### config.mk
export PLATFORM = sky130hd
export DESIGN_NAME = gcr_track_sync_analyzer_top
export DESIGN_NICKNAME = d
export VERILOG_FILES = /design/src/sv/gcr_tsa_pkg.sv /design/src/sv/gcr_track_sync_analyzer_top.sv
export SDC_FILE = /design/constraint.sdc
export NUM_CORES = 1
export LEC_CHECK = 0
export BUFFER_PORTS_ARGS = -buffer_cell sky130_fd_sc_hd__buf_2
export CAP_MARGIN = 20
export CELL_PAD_IN_SITES_DETAIL_PLACEMENT = 2
export CELL_PAD_IN_SITES_GLOBAL_PLACEMENT = 2
export CORE_MARGIN = 3
export CORE_UTILIZATION = 35
export DETAILED_ROUTE_END_ITERATION = 8
export PLACE_DENSITY = 0.88
export SKIP_CTS_REPAIR_TIMING = 1
export SYNTH_ARGS = -nofsm -noshare
export SYNTH_HDL_FRONTEND = slang
export SYNTH_SLANG_ARGS = --single-unit
### constraint.sdc
create_clock -name clk -period 7.3 [get_ports clk]
set_input_delay 1.825 -clock clk [delete_from_list [all_inputs] [get_ports clk]]
set_output_delay 1.825 -clock clk [all_outputs]
set_load 0.01 [all_outputs]
### src/sv/gcr_tsa_pkg.sv
// ----------------------------------------------------------------------------
// GCR track sync analyser package
// Shared constants and types for the track sync analyser.
// ----------------------------------------------------------------------------
`default_nettype none

package gcr_tsa_pkg;

  localparam int MAX_TRACK_BYTES = 16384;

  localparam int CNT_W      = $clog2(MAX_TRACK_BYTES + 1);
  localparam int FIELD_W    = 14;
  localparam int FIELD_MAX  = (1 << FIELD_W) - 1;
  localparam int SMALL_CAP_I =
    ((MAX_TRACK_BYTES - 1) > FIELD_MAX) ? FIELD_MAX : (MAX_TRACK_BYTES - 1);
  localparam int HDR_LEN    = 5;
  localparam int IDX_W      = $clog2(HDR_LEN + 1);
  localparam int MUL_W      = CNT_W + 4;

  localparam logic [7:0] SYNC_BYTE = 8'hFF;

  typedef enum logic [1:0] {
    FRS_NONE     = 2'd0,
    FRS_IN_FIRST = 2'd1,
    FRS_DONE     = 2'd2
  } first_run_t;

  typedef logic [7:0] byte_t;

endpackage

`default_nettype wire

### src/sv/gcr_track_sync_analyzer_top.sv
// ----------------------------------------------------------------------------
// GCR track sync analyser
// Counts bytes and sync runs over one track and reports on the last byte.
// ----------------------------------------------------------------------------
//  channel | dir | handshake            | payload
//  --------+-----+----------------------+----------------------------------
//  in_     | in  | in_valid / in_ready  | track_byte, last_byte
//  out_    | out | out_valid / out_ready| killer/no-sync flags, counts,
//          |     |                      | header_valid, header_byte0..4
//
//  One byte per cycle unless stalled; the last byte loads the report.
//  Track state lives in registers updated on each accepted transaction;
//  the report is held in a single output register.
//  in_ready drops only while a report is held and out_ready is low.
//  Synchronous active-low reset clears track control state and out_valid.
// ----------------------------------------------------------------------------
`default_nettype none

module gcr_track_sync_analyzer_top
  import gcr_tsa_pkg::*;
(
  input  wire logic               clk,
  input  wire logic               rst_n,

  input  wire logic               in_valid,
  output logic                    in_ready,
  input  wire logic [7:0]         in_track_byte,
  input  wire logic               in_last_byte,

  output logic                    out_valid,
  input  wire logic               out_ready,
  output logic                    out_killer_track,
  output logic                    out_no_sync_found,
  output logic [FIELD_W-1:0]      out_bytes_before_sync,
  output logic [FIELD_W-1:0]      out_sync_runs,
  output logic                    out_header_valid,
  output logic [7:0]              out_header_byte0,
  output logic [7:0]              out_header_byte1,
  output logic [7:0]              out_header_byte2,
  output logic [7:0]              out_header_byte3,
  output logic [7:0]              out_header_byte4
);

  localparam logic [CNT_W-1:0]   TOTAL_CAP = CNT_W'(MAX_TRACK_BYTES);
  localparam logic [FIELD_W-1:0] SMALL_CAP = FIELD_W'(SMALL_CAP_I);
  localparam logic [IDX_W-1:0]   HDR_IDX   = IDX_W'(HDR_LEN);
  localparam logic [MUL_W-1:0]   K_SYNC    = MUL_W'(10);
  localparam logic [MUL_W-1:0]   K_TOTAL   = MUL_W'(9);

  // track state
  logic [CNT_W-1:0]   total_r,   total_nxt;
  logic [CNT_W-1:0]   sync_r,    sync_nxt;
  logic [FIELD_W-1:0] lead_r,    lead_nxt;
  logic [FIELD_W-1:0] runs_r,    runs_nxt;
  logic               inrun_r,   inrun_nxt;
  first_run_t         frs_r,     frs_nxt;
  logic [IDX_W-1:0]   idx_r,     idx_nxt;
  byte_t              cap_r      [HDR_LEN];
  byte_t              cap_nxt    [HDR_LEN];
  logic               trail_r,   trail_nxt;

  // report register
  logic               ovalid_r,  ovalid_nxt;
  logic               killer_r,  killer_nxt;
  logic               nosync_r,  nosync_nxt;
  logic [FIELD_W-1:0] obefore_r, obefore_nxt;
  logic [FIELD_W-1:0] oruns_r,   oruns_nxt;
  logic               hvalid_r,  hvalid_nxt;
  byte_t              hdr_r      [HDR_LEN];
  byte_t              hdr_nxt    [HDR_LEN];

  logic               accept;
  logic               is_sync;
  logic               killer_hit;

  assign in_ready = !ovalid_r || out_ready;
  assign accept   = in_valid && in_ready;
  assign is_sync  = (in_track_byte == SYNC_BYTE);

  always_comb begin
    total_nxt = total_r;
    sync_nxt  = sync_r;
    lead_nxt  = lead_r;
    runs_nxt  = runs_r;
    inrun_nxt = inrun_r;
    frs_nxt   = frs_r;
    idx_nxt   = idx_r;
    trail_nxt = trail_r;
    for (int i = 0; i < HDR_LEN; i++) begin
      cap_nxt[i] = cap_r[i];
    end

    if (accept) begin
      total_nxt = (total_r < TOTAL_CAP) ? total_r + 1'b1 : TOTAL_CAP;
      if (is_sync) begin
        sync_nxt = (sync_r < TOTAL_CAP) ? sync_r + 1'b1 : TOTAL_CAP;
        if (!inrun_r) begin
          runs_nxt = (runs_r < SMALL_CAP) ? runs_r + 1'b1 : SMALL_CAP;
        end
        inrun_nxt = 1'b1;
        if (frs_r == FRS_NONE) begin
          frs_nxt = FRS_IN_FIRST;
        end
      end else begin
        inrun_nxt = 1'b0;
        unique case (frs_r)
          FRS_NONE:     lead_nxt = (lead_r < SMALL_CAP) ? lead_r + 1'b1 : SMALL_CAP;
          FRS_IN_FIRST: frs_nxt  = FRS_DONE;
          default:      frs_nxt  = frs_r;
        endcase
      end

      if (frs_nxt == FRS_DONE) begin
        if (idx_r < HDR_IDX) begin
          cap_nxt[idx_r] = in_track_byte;
          idx_nxt        = idx_r + 1'b1;
        end else begin
          trail_nxt = 1'b1;
        end
      end
    end
  end

  assign killer_hit = (MUL_W'(sync_nxt) * K_SYNC) > (MUL_W'(total_nxt) * K_TOTAL);

  always_comb begin
    ovalid_nxt  = ovalid_r && !out_ready;
    killer_nxt  = killer_r;
    nosync_nxt  = nosync_r;
    obefore_nxt = obefore_r;
    oruns_nxt   = oruns_r;
    hvalid_nxt  = hvalid_r;
    for (int i = 0; i < HDR_LEN; i++) begin
      hdr_nxt[i] = hdr_r[i];
    end

    if (accept && in_last_byte) begin
      ovalid_nxt  = 1'b1;
      killer_nxt  = 1'b0;
      nosync_nxt  = 1'b0;
      obefore_nxt = '0;
      oruns_nxt   = '0;
      hvalid_nxt  = 1'b0;
      for (int i = 0; i < HDR_LEN; i++) begin
        hdr_nxt[i] = '0;
      end
      priority if (killer_hit) begin
        killer_nxt = 1'b1;
      end else if (sync_nxt == '0) begin
        nosync_nxt = 1'b1;
      end else begin
        obefore_nxt = lead_nxt;
        oruns_nxt   = runs_nxt;
        if ((idx_nxt >= HDR_IDX) && trail_nxt) begin
          hvalid_nxt = 1'b1;
          for (int i = 0; i < HDR_LEN; i++) begin
            hdr_nxt[i] = cap_nxt[i];
          end
        end
      end
    end
  end

  // control state: cleared on reset and at the end of each track
  always_ff @(posedge clk) begin
    if (!rst_n || (accept && in_last_byte)) begin
      total_r <= '0;
      sync_r  <= '0;
      lead_r  <= '0;
      runs_r  <= '0;
      inrun_r <= 1'b0;
      frs_r   <= FRS_NONE;
      idx_r   <= '0;
      trail_r <= 1'b0;
    end else begin
      total_r <= total_nxt;
      sync_r  <= sync_nxt;
      lead_r  <= lead_nxt;
      runs_r  <= runs_nxt;
      inrun_r <= inrun_nxt;
      frs_r   <= frs_nxt;
      idx_r   <= idx_nxt;
      trail_r <= trail_nxt;
    end
  end

  // captured bytes are only reported once all of them are rewritten
  always_ff @(posedge clk) begin
    for (int i = 0; i < HDR_LEN; i++) begin
      cap_r[i] <= cap_nxt[i];
      hdr_r[i] <= hdr_nxt[i];
    end
    killer_r  <= killer_nxt;
    nosync_r  <= nosync_nxt;
    obefore_r <= obefore_nxt;
    oruns_r   <= oruns_nxt;
    hvalid_r  <= hvalid_nxt;
  end

  always_ff @(posedge clk) begin
    if (!rst_n) begin
      ovalid_r <= 1'b0;
    end else begin
      ovalid_r <= ovalid_nxt;
    end
  end

  assign out_valid             = ovalid_r;
  assign out_killer_track      = killer_r;
  assign out_no_sync_found     = nosync_r;
  assign out_bytes_before_sync = obefore_r;
  assign out_sync_runs         = oruns_r;
  assign out_header_valid      = hvalid_r;
  assign out_header_byte0      = hdr_r[0];
  assign out_header_byte1      = hdr_r[1];
  assign out_header_byte2      = hdr_r[2];
  assign out_header_byte3      = hdr_r[3];
  assign out_header_byte4      = hdr_r[4];

endmodule

`default_nettype wire

==> flow_summary.json, run 1 <==
{
  "outcome": "finished with violations",
  "violations": "setup timing",
  "final_hold_viol_count": 0,
  "design_area_um2": 11900,
  "grt_usage": 0.248,
  "setup_viol": 70,
  "startpoint": "in_track_byte[5]",
  "fin_skew_ns": 0.0191,
  "leakage_nw": 4.89,
  "tightest_slew_ns": 0.994,
  "grt_max_degree": 66,
  "hold_path.class": "flip-flop to flip-flop",
  "gp_congestion": 0.856,
  "clockBufferDepth": 2,
  "syn_avg_cell_area_um2": 9.98,
  "area_growth_pct": 28.6,
  "numCtsBuffers": 17,
  "numPortBuffers": 85,
  "synth_edf_count": 71,
  "core_um2": 25500,
  "synth_seq_cells": 177,
  "crit_type": "input pin to flip-flop",
  "switching_share": 0.285,
  "drv_cap": 0,
  "critPathMaxFanout": 8,
  "die_height_um": 169,
  "vias": 8787,
  "p_int_mw": 1.56,
  "clk_pin_slew_ns": 0.09,
  "fmax_mhz": 131,
  "fp.dieArea_um2": 28400,
  "min_period_ns": 7.60,
  "avgViaCountPerCell": 6.04,
  "async_reset_ff_frac": 0,
  "layout_commonest_cell": "nor2_1",
  "ir_worst_vdd_mv": 0.175,
  "ios": 86,
  "nets": 1201,
  "power_density_nw_per_um2": 183,
  "cts_tree": "built",
  "ant_nets": 0,
  "initial_core_util": 0.362,
  "worstSetupStartpointType": "input pin",
  "syn_nets": 1015,
  "power_frac_seq": 0.487,
  "dp_hpwl_um": 23200,
  "wl_per_cell_um": 30.6,
  "n_antenna_cell": 0,
  "synthDistinctLibCells": 61,
  "antenna_found_initial": 0,
  "h-tree-depth": 4,
  "drive_gt1_frac": 0.306,
  "min_period_over_period": 1.04,
  "row_count": 58,
  "layout_common_cells": "118 x nor2_1, 106 x dfxtp_1, 106 x buf_4, 81 x buf_2, 71 x edfxtp_1",
  "overflow": 0,
  "yosys_warnings": 0,
  "worstSkewPairLatency_ns": 0.47,
  "ys_seq_area_frac": 0.460,
  "switching_power_uw": 622,
  "drt_iter0_drc": 743,
  "rsz0062_at_grt": "true",
  "cts_sinks": 177,
  "cp_data_required_time_ns": 7.54,
  "wl_um": 44600,
  "relSlewSlack": 0.337,
  "place_ws_ns": -0.737,
  "first_global_vias": 9318,
  "endpoint_kind": "flip-flop",
  "die_w_um": 169,
  "numPlacedInstances": 1409,
  "grt_first_pass_wirelength_um": 55200,
  "power_mw": 2.18,
  "reg2reg_from": "sync_r[0]$_SDFF_PP0_",
  "placed_cell_area_um2": 10700,
  "firstDrtPassIters": 5,
  "cts-root-buf": "clkbuf_16",
  "synth_flop_cell": "dfxtp_1",
  "setup_slack_ns": -0.305,
  "hp-start": "cap_r[0][12]$_DFF_P_",
  "clkPwrFrac": 0.458,
  "slew_viol_final": 0,
  "fin_cells": 1456,
  "synth_area_um2": 9250,
  "syn-instance-count": 927,
  "crit_arrival_ns": 7.85,
  "post-route-drc-count": 0,
  "comb_power_share": 0.055
}
## worst max-delay path: stages
cell	delay, ns
buf_4	0.11
nand4_1	0.21
or4_4	0.68
buf_12	0.18
nor2_2	0.16
nand2_1	0.12
o21ai_2	0.30
ha_4	0.28
ha_1	0.36
a211oi_2	0.42
o21ai_2	0.16
a31oi_2	0.26
a211oi_1	0.12
o21ai_1	0.18
a21oi_1	0.09
a31o_2	0.23
ha_1	0.32
nand4_1	0.18
buf_4	0.14
inv_1	0.05
a21oi_2	0.18
o211ai_1	0.11
o21a_1	0.26
o21bai_4	0.32
clkbuf_16	0.24
nor3b_1	0.33
## flip-flops by register name, summed over array words and instances (netlist names)
signal / count
out_sync_runs: 14
out_bytes_before_sync: 14
frs_r: 2
out_valid: 1
runs_r: 14
idx_r: 3
lead_r: 14
out_killer_track: 1
sync_r: 15
hdr_r: 40
out_no_sync_found: 1
total_r: 15
cap_r: 40
trail_r: 1
inrun_r: 1
out_header_valid: 1
## logic make-up (layout without fill, tap and decap cells)
logic type / Yosys count / in the layout / share of synthesized area
adder cells (fa/ha/maj): 75 / 75 / 0.103
multiplexers: 53 / 53 / 0.0630
XOR/XNOR: 46 / 46 / 0.0435
AO/OA/AOI/OAI: 138 / 138 / 0.0920
buffers and inverters: 60 / 259 / 0.0269
AND/OR/NAND/NOR: 378 / 378 / 0.212
flip-flops: 177 / 177 / 0.460
## cell usage after synthesis (all sizes together) (10+ instances only)
master  instances  area share
nor2          125       0.051
nand3          28       0.015
mux2i          11       0.012
nand2          50       0.020
clkbuf         21      0.0085
nor2b          21       0.014
a21oi          39       0.021
xnor2          28       0.027
o21ai          44       0.024
ha             73       0.099
xor2           18       0.017
mux2           42       0.051
buf            12      0.0074
edfxtp         71        0.23
nand2b         10      0.0068
nor3           29       0.016
and3           15       0.010
nand4          15       0.010
inv            27       0.011
dfxtp         106        0.23
nor3b          44       0.036
## final cells by class
class	instances	area, µm²
Fill cell	2619	13600
Multi-Input combinational cell	690	5090
Sequential cell	177	4250
Timing Repair Buffer	200	1430
Clock buffer	17	425
Tap cell	330	413
Clock inverter	15	184
Inverter	27	101
## through the flow
stage | hold slack, ns | util | TNS [ns]
floorplan | 0.445 | - | 0
global placement | 0.450 | 0.420 | -16.17
detailed placement | 0.458 | 0.420 | -47.37
CTS | 0.480 | 0.444 | -36.40
global route | 0.497 | 0.466 | -21.47
finish | 0.492 | 0.466 | -15.65
## per-layer routing
metal / wire, µm / track usage
met5: 0 / 0
met4: 2940 / 0.111
met3: 1940 / 0.0320
met2: 23400 / 0.469
met1: 16300 / 0.277
## power by group through the flow
stage	logic (mW)	clock network [mW]	registers [mW]
global route	0.124	1.04	1.06
finish	0.120	0.998	1.06
detailed placement	0.101	0	1.08
floorplan	0.0366	0	1.09
global placement	0.0949	0	1.08
CTS	0.107	0.977	1.06
## final timing paths
path              depth (start not counted)                         end  slack [ns]
setup reg to reg                         25  hdr_r[0][25]$_SDFFCE_PP0P_        0.83
setup / recovery                         26  hdr_r[0][25]$_SDFFCE_PP0P_       -0.30
hold / removal                            1        cap_r[0][12]$_DFF_P_        0.49
hold reg to reg                           1        cap_r[0][12]$_DFF_P_        0.49
Note: power is estimated with default switching activity, not from simulation.
==> inputs of run 2 (changes only) <==
--- a/config.mk
+++ b/config.mk
@@ -9,9 +9,10 @@
 export CAP_MARGIN = 20
 export CELL_PAD_IN_SITES_DETAIL_PLACEMENT = 2
 export CELL_PAD_IN_SITES_GLOBAL_PLACEMENT = 2
-export CORE_MARGIN = 3
+export CORE_MARGIN = 5
 export CORE_UTILIZATION = 35
 export DETAILED_ROUTE_END_ITERATION = 8
+export GPL_TIMING_DRIVEN = 0
 export PLACE_DENSITY = 0.88
 export SKIP_CTS_REPAIR_TIMING = 1
 export SYNTH_ARGS = -nofsm -noshare
==> run 2 against run 1 <==
Net effect:
- critical path type unchanged
- count of clock-buffer cells in the layout increased by 1
- die area up 4.8%
- fmax is 0.24% lower
- largest power group unchanged
- wire length is 12% lower
- the run still ends with setup timing left
- register-to-register slack worse by 0.17 ns
==> flow_summary.json, run 2 (synthesis results as in run 1) <==
{
  "worstSetupStartpointType": "input pin",
  "numCtsBuffers": 17,
  "drt_iter0_drc": 679,
  "crit_type": "input pin to flip-flop",
  "wl_per_cell_um": 27.6,
  "clockBufferDepth": 2,
  "ios": 86,
  "setup_slack_ns": -0.323,
  "grt_usage": 0.204,
  "core_um2": 26100,
  "outcome": "finished with violations",
  "die_height_um": 173,
  "final_hold_viol_count": 0,
  "reg_top3": "cap_r (40), hdr_r (40)",
  "tightest_slew_ns": 1.08,
  "ant_nets": 0,
  "tns_ns": -17.40,
  "gp_congestion": 0.860,
  "rsz0062_at_grt": "true",
  "power_frac_seq": 0.494,
  "cp_data_required_time_ns": 7.55,
  "firstDrtPassIters": 6,
  "fmax_mhz": 131,
  "row_count": 59,
  "worstSkewPairLatency_ns": 0.46,
  "fp.dieArea_um2": 29800,
  "post-route-drc-count": 0,
  "r2r_slack_ns": 0.66,
  "fin_cells": 1421,
  "crit_arrival_ns": 7.87,
  "cts_sinks": 177,
  "power_density_nw_per_um2": 187,
  "switching_share": 0.271,
  "layout_common_cells": "113 x nor2_1, 106 x dfxtp_1, 77 x buf_2, 71 x edfxtp_1, 70 x ha_1",
  "hp-start": "cap_r[0][22]$_DFF_P_",
  "drive_gt1_frac": 0.246,
  "drv_cap": 0,
  "setup_viol": 69,
  "reg2reg_from": "sync_r[14]$_SDFF_PP0_",
  "endpoint_kind": "flip-flop",
  "violations": "setup timing",
  "antenna_found_initial": 0,
  "grt_max_degree": 72,
  "wl_um": 39200,
  "min_period_ns": 7.62,
  "n_antenna_cell": 0,
  "hold_slack_ns": 0.490,
  "rr_endpoint": "hdr_r[0][35]$_SDFFCE_PP0P_",
  "critPathMaxFanout": 11,
  "fin_skew_ns": 0.0134,
  "layout_commonest_cell": "nor2_1",
  "ir_worst_vdd_mv": 0.170,
  "cts-root-buf": "clkbuf_16",
  "hold_path.class": "flip-flop to flip-flop",
  "numPlacedInstances": 1347,
  "relSlewSlack": 0.272,
  "nets": 1161,
  "place_ws_ns": -2.03,
  "area_growth_pct": 24.2,
  "r2r_cells": 23,
  "dp_hpwl_um": 21100,
  "overflow": 0,
  "holdPathEnd": "cap_r[0][22]$_DFF_P_",
  "clkPwrFrac": 0.451,
  "p_int_mw": 1.57,
  "die_w_um": 173,
  "hold_depth": 1,
  "min_period_over_period": 1.04,
  "leakage_nw": 4.62,
  "initial_core_util": 0.355,
  "power_mw": 2.15,
  "h-tree-depth": 4,
  "first_global_vias": 8788,
  "comb_power_share": 0.056,
  "clk_pin_slew_ns": 0.08,
  "cts_tree": "built",
  "avgViaCountPerCell": 5.91,
  "numPortBuffers": 85,
  "vias": 8402,
  "grt_first_pass_wirelength_um": 49300,
  "switching_power_uw": 581,
  "slew_viol_final": 0
}
## run 2: cell count changes in the layout (fill, tap and decap cells not counted), sizes merged
cell | before | now
clkinvlp | 0 | 2
buf | 195 | 138
clkbuf | 22 | 40
clkinv | 8 | 5
## run 2: how the worst max path moves through the flow
| stage | to | cells past startpoint | slack (ns) | from |
|---|---|---|---|---|
| floorplan | out_header_valid$_SDFFCE_PP0P_ | 27 | 0.02 | in_track_byte[6] |
| global placement | out_bytes_before_sync[13]$_SDFFCE_PP0P_ | 27 | -1.91 | in_track_byte[5] |
| detailed placement | hdr_r[0][38]$_SDFFCE_PP0P_ | 26 | -2.03 | in_track_byte[5] |
| CTS | out_bytes_before_sync[7]$_SDFFCE_PP0P_ | 26 | -1.73 | in_track_byte[5] |
| global route | out_sync_runs[1]$_SDFFCE_PP0P_ | 27 | -0.49 | in_track_byte[2] |
| finish | hdr_r[0][35]$_SDFFCE_PP0P_ | 27 | -0.32 | in_track_byte[2] |
## run 2: critical path: stages
cell and delay, ns:
buf_12 0.08, nand4_1 0.29, or4_4 0.63, buf_8 0.16
buf_8 0.15, buf_12 0.14, o21ai_4 0.15, o21ai_4 0.11
ha_4 0.28, ha_4 0.17, fa_2 0.42, a211oi_2 0.20
nor2_1 0.08, o21a_1 0.22, o211a_1 0.24, o21a_1 0.22
nor2_1 0.14, xnor2_1 0.09, ha_1 0.35, nand4_1 0.23
nor4_4 0.40, buf_4 0.17, nand4_1 0.11, o21a_1 0.14
o21bai_4 0.27, buf_4 0.23, nor3b_1 0.34
## run 2: per-layer routing
layer,wire (µm),vias up,global-route usage
met3,1550,136,0.0347
met5,0,-,0
met2,20600,313,0.376
li1,-,3652,-
met4,1810,0,0.0885
met1,15200,4301,0.232
## run 2: cell type report
class                   instances  area [µm²]
inverters                      27         111
clock buffers                  18         439
repair buffers                127         882
fillers                      2692       14600
multi-input cells             690        5010
flip-flops and latches        177        4250
well taps                     335         419
plain buffers                  33         218
clock inverters                14         158
## run 2: per-stage QoR
step / util / area (µm²)
detailed placement: 0.388 / 10100
floorplan: - / 9250
CTS: 0.411 / 10700
global route: 0.441 / 11500
finish: 0.441 / 11500
global placement: 0.387 / 10100
## run 2: power groups by stage
stage	combinational (mW)	clock [mW]	sequential [mW]
5_1_grt	0.125	1.01	1.06
4_1_cts	0.0944	0.943	1.06
6_report	0.120	0.967	1.06
2_1_floorplan	0.0366	0	1.09
3_3_place_gp	0.0871	0	1.08
3_5_place_dp	0.0922	0	1.08
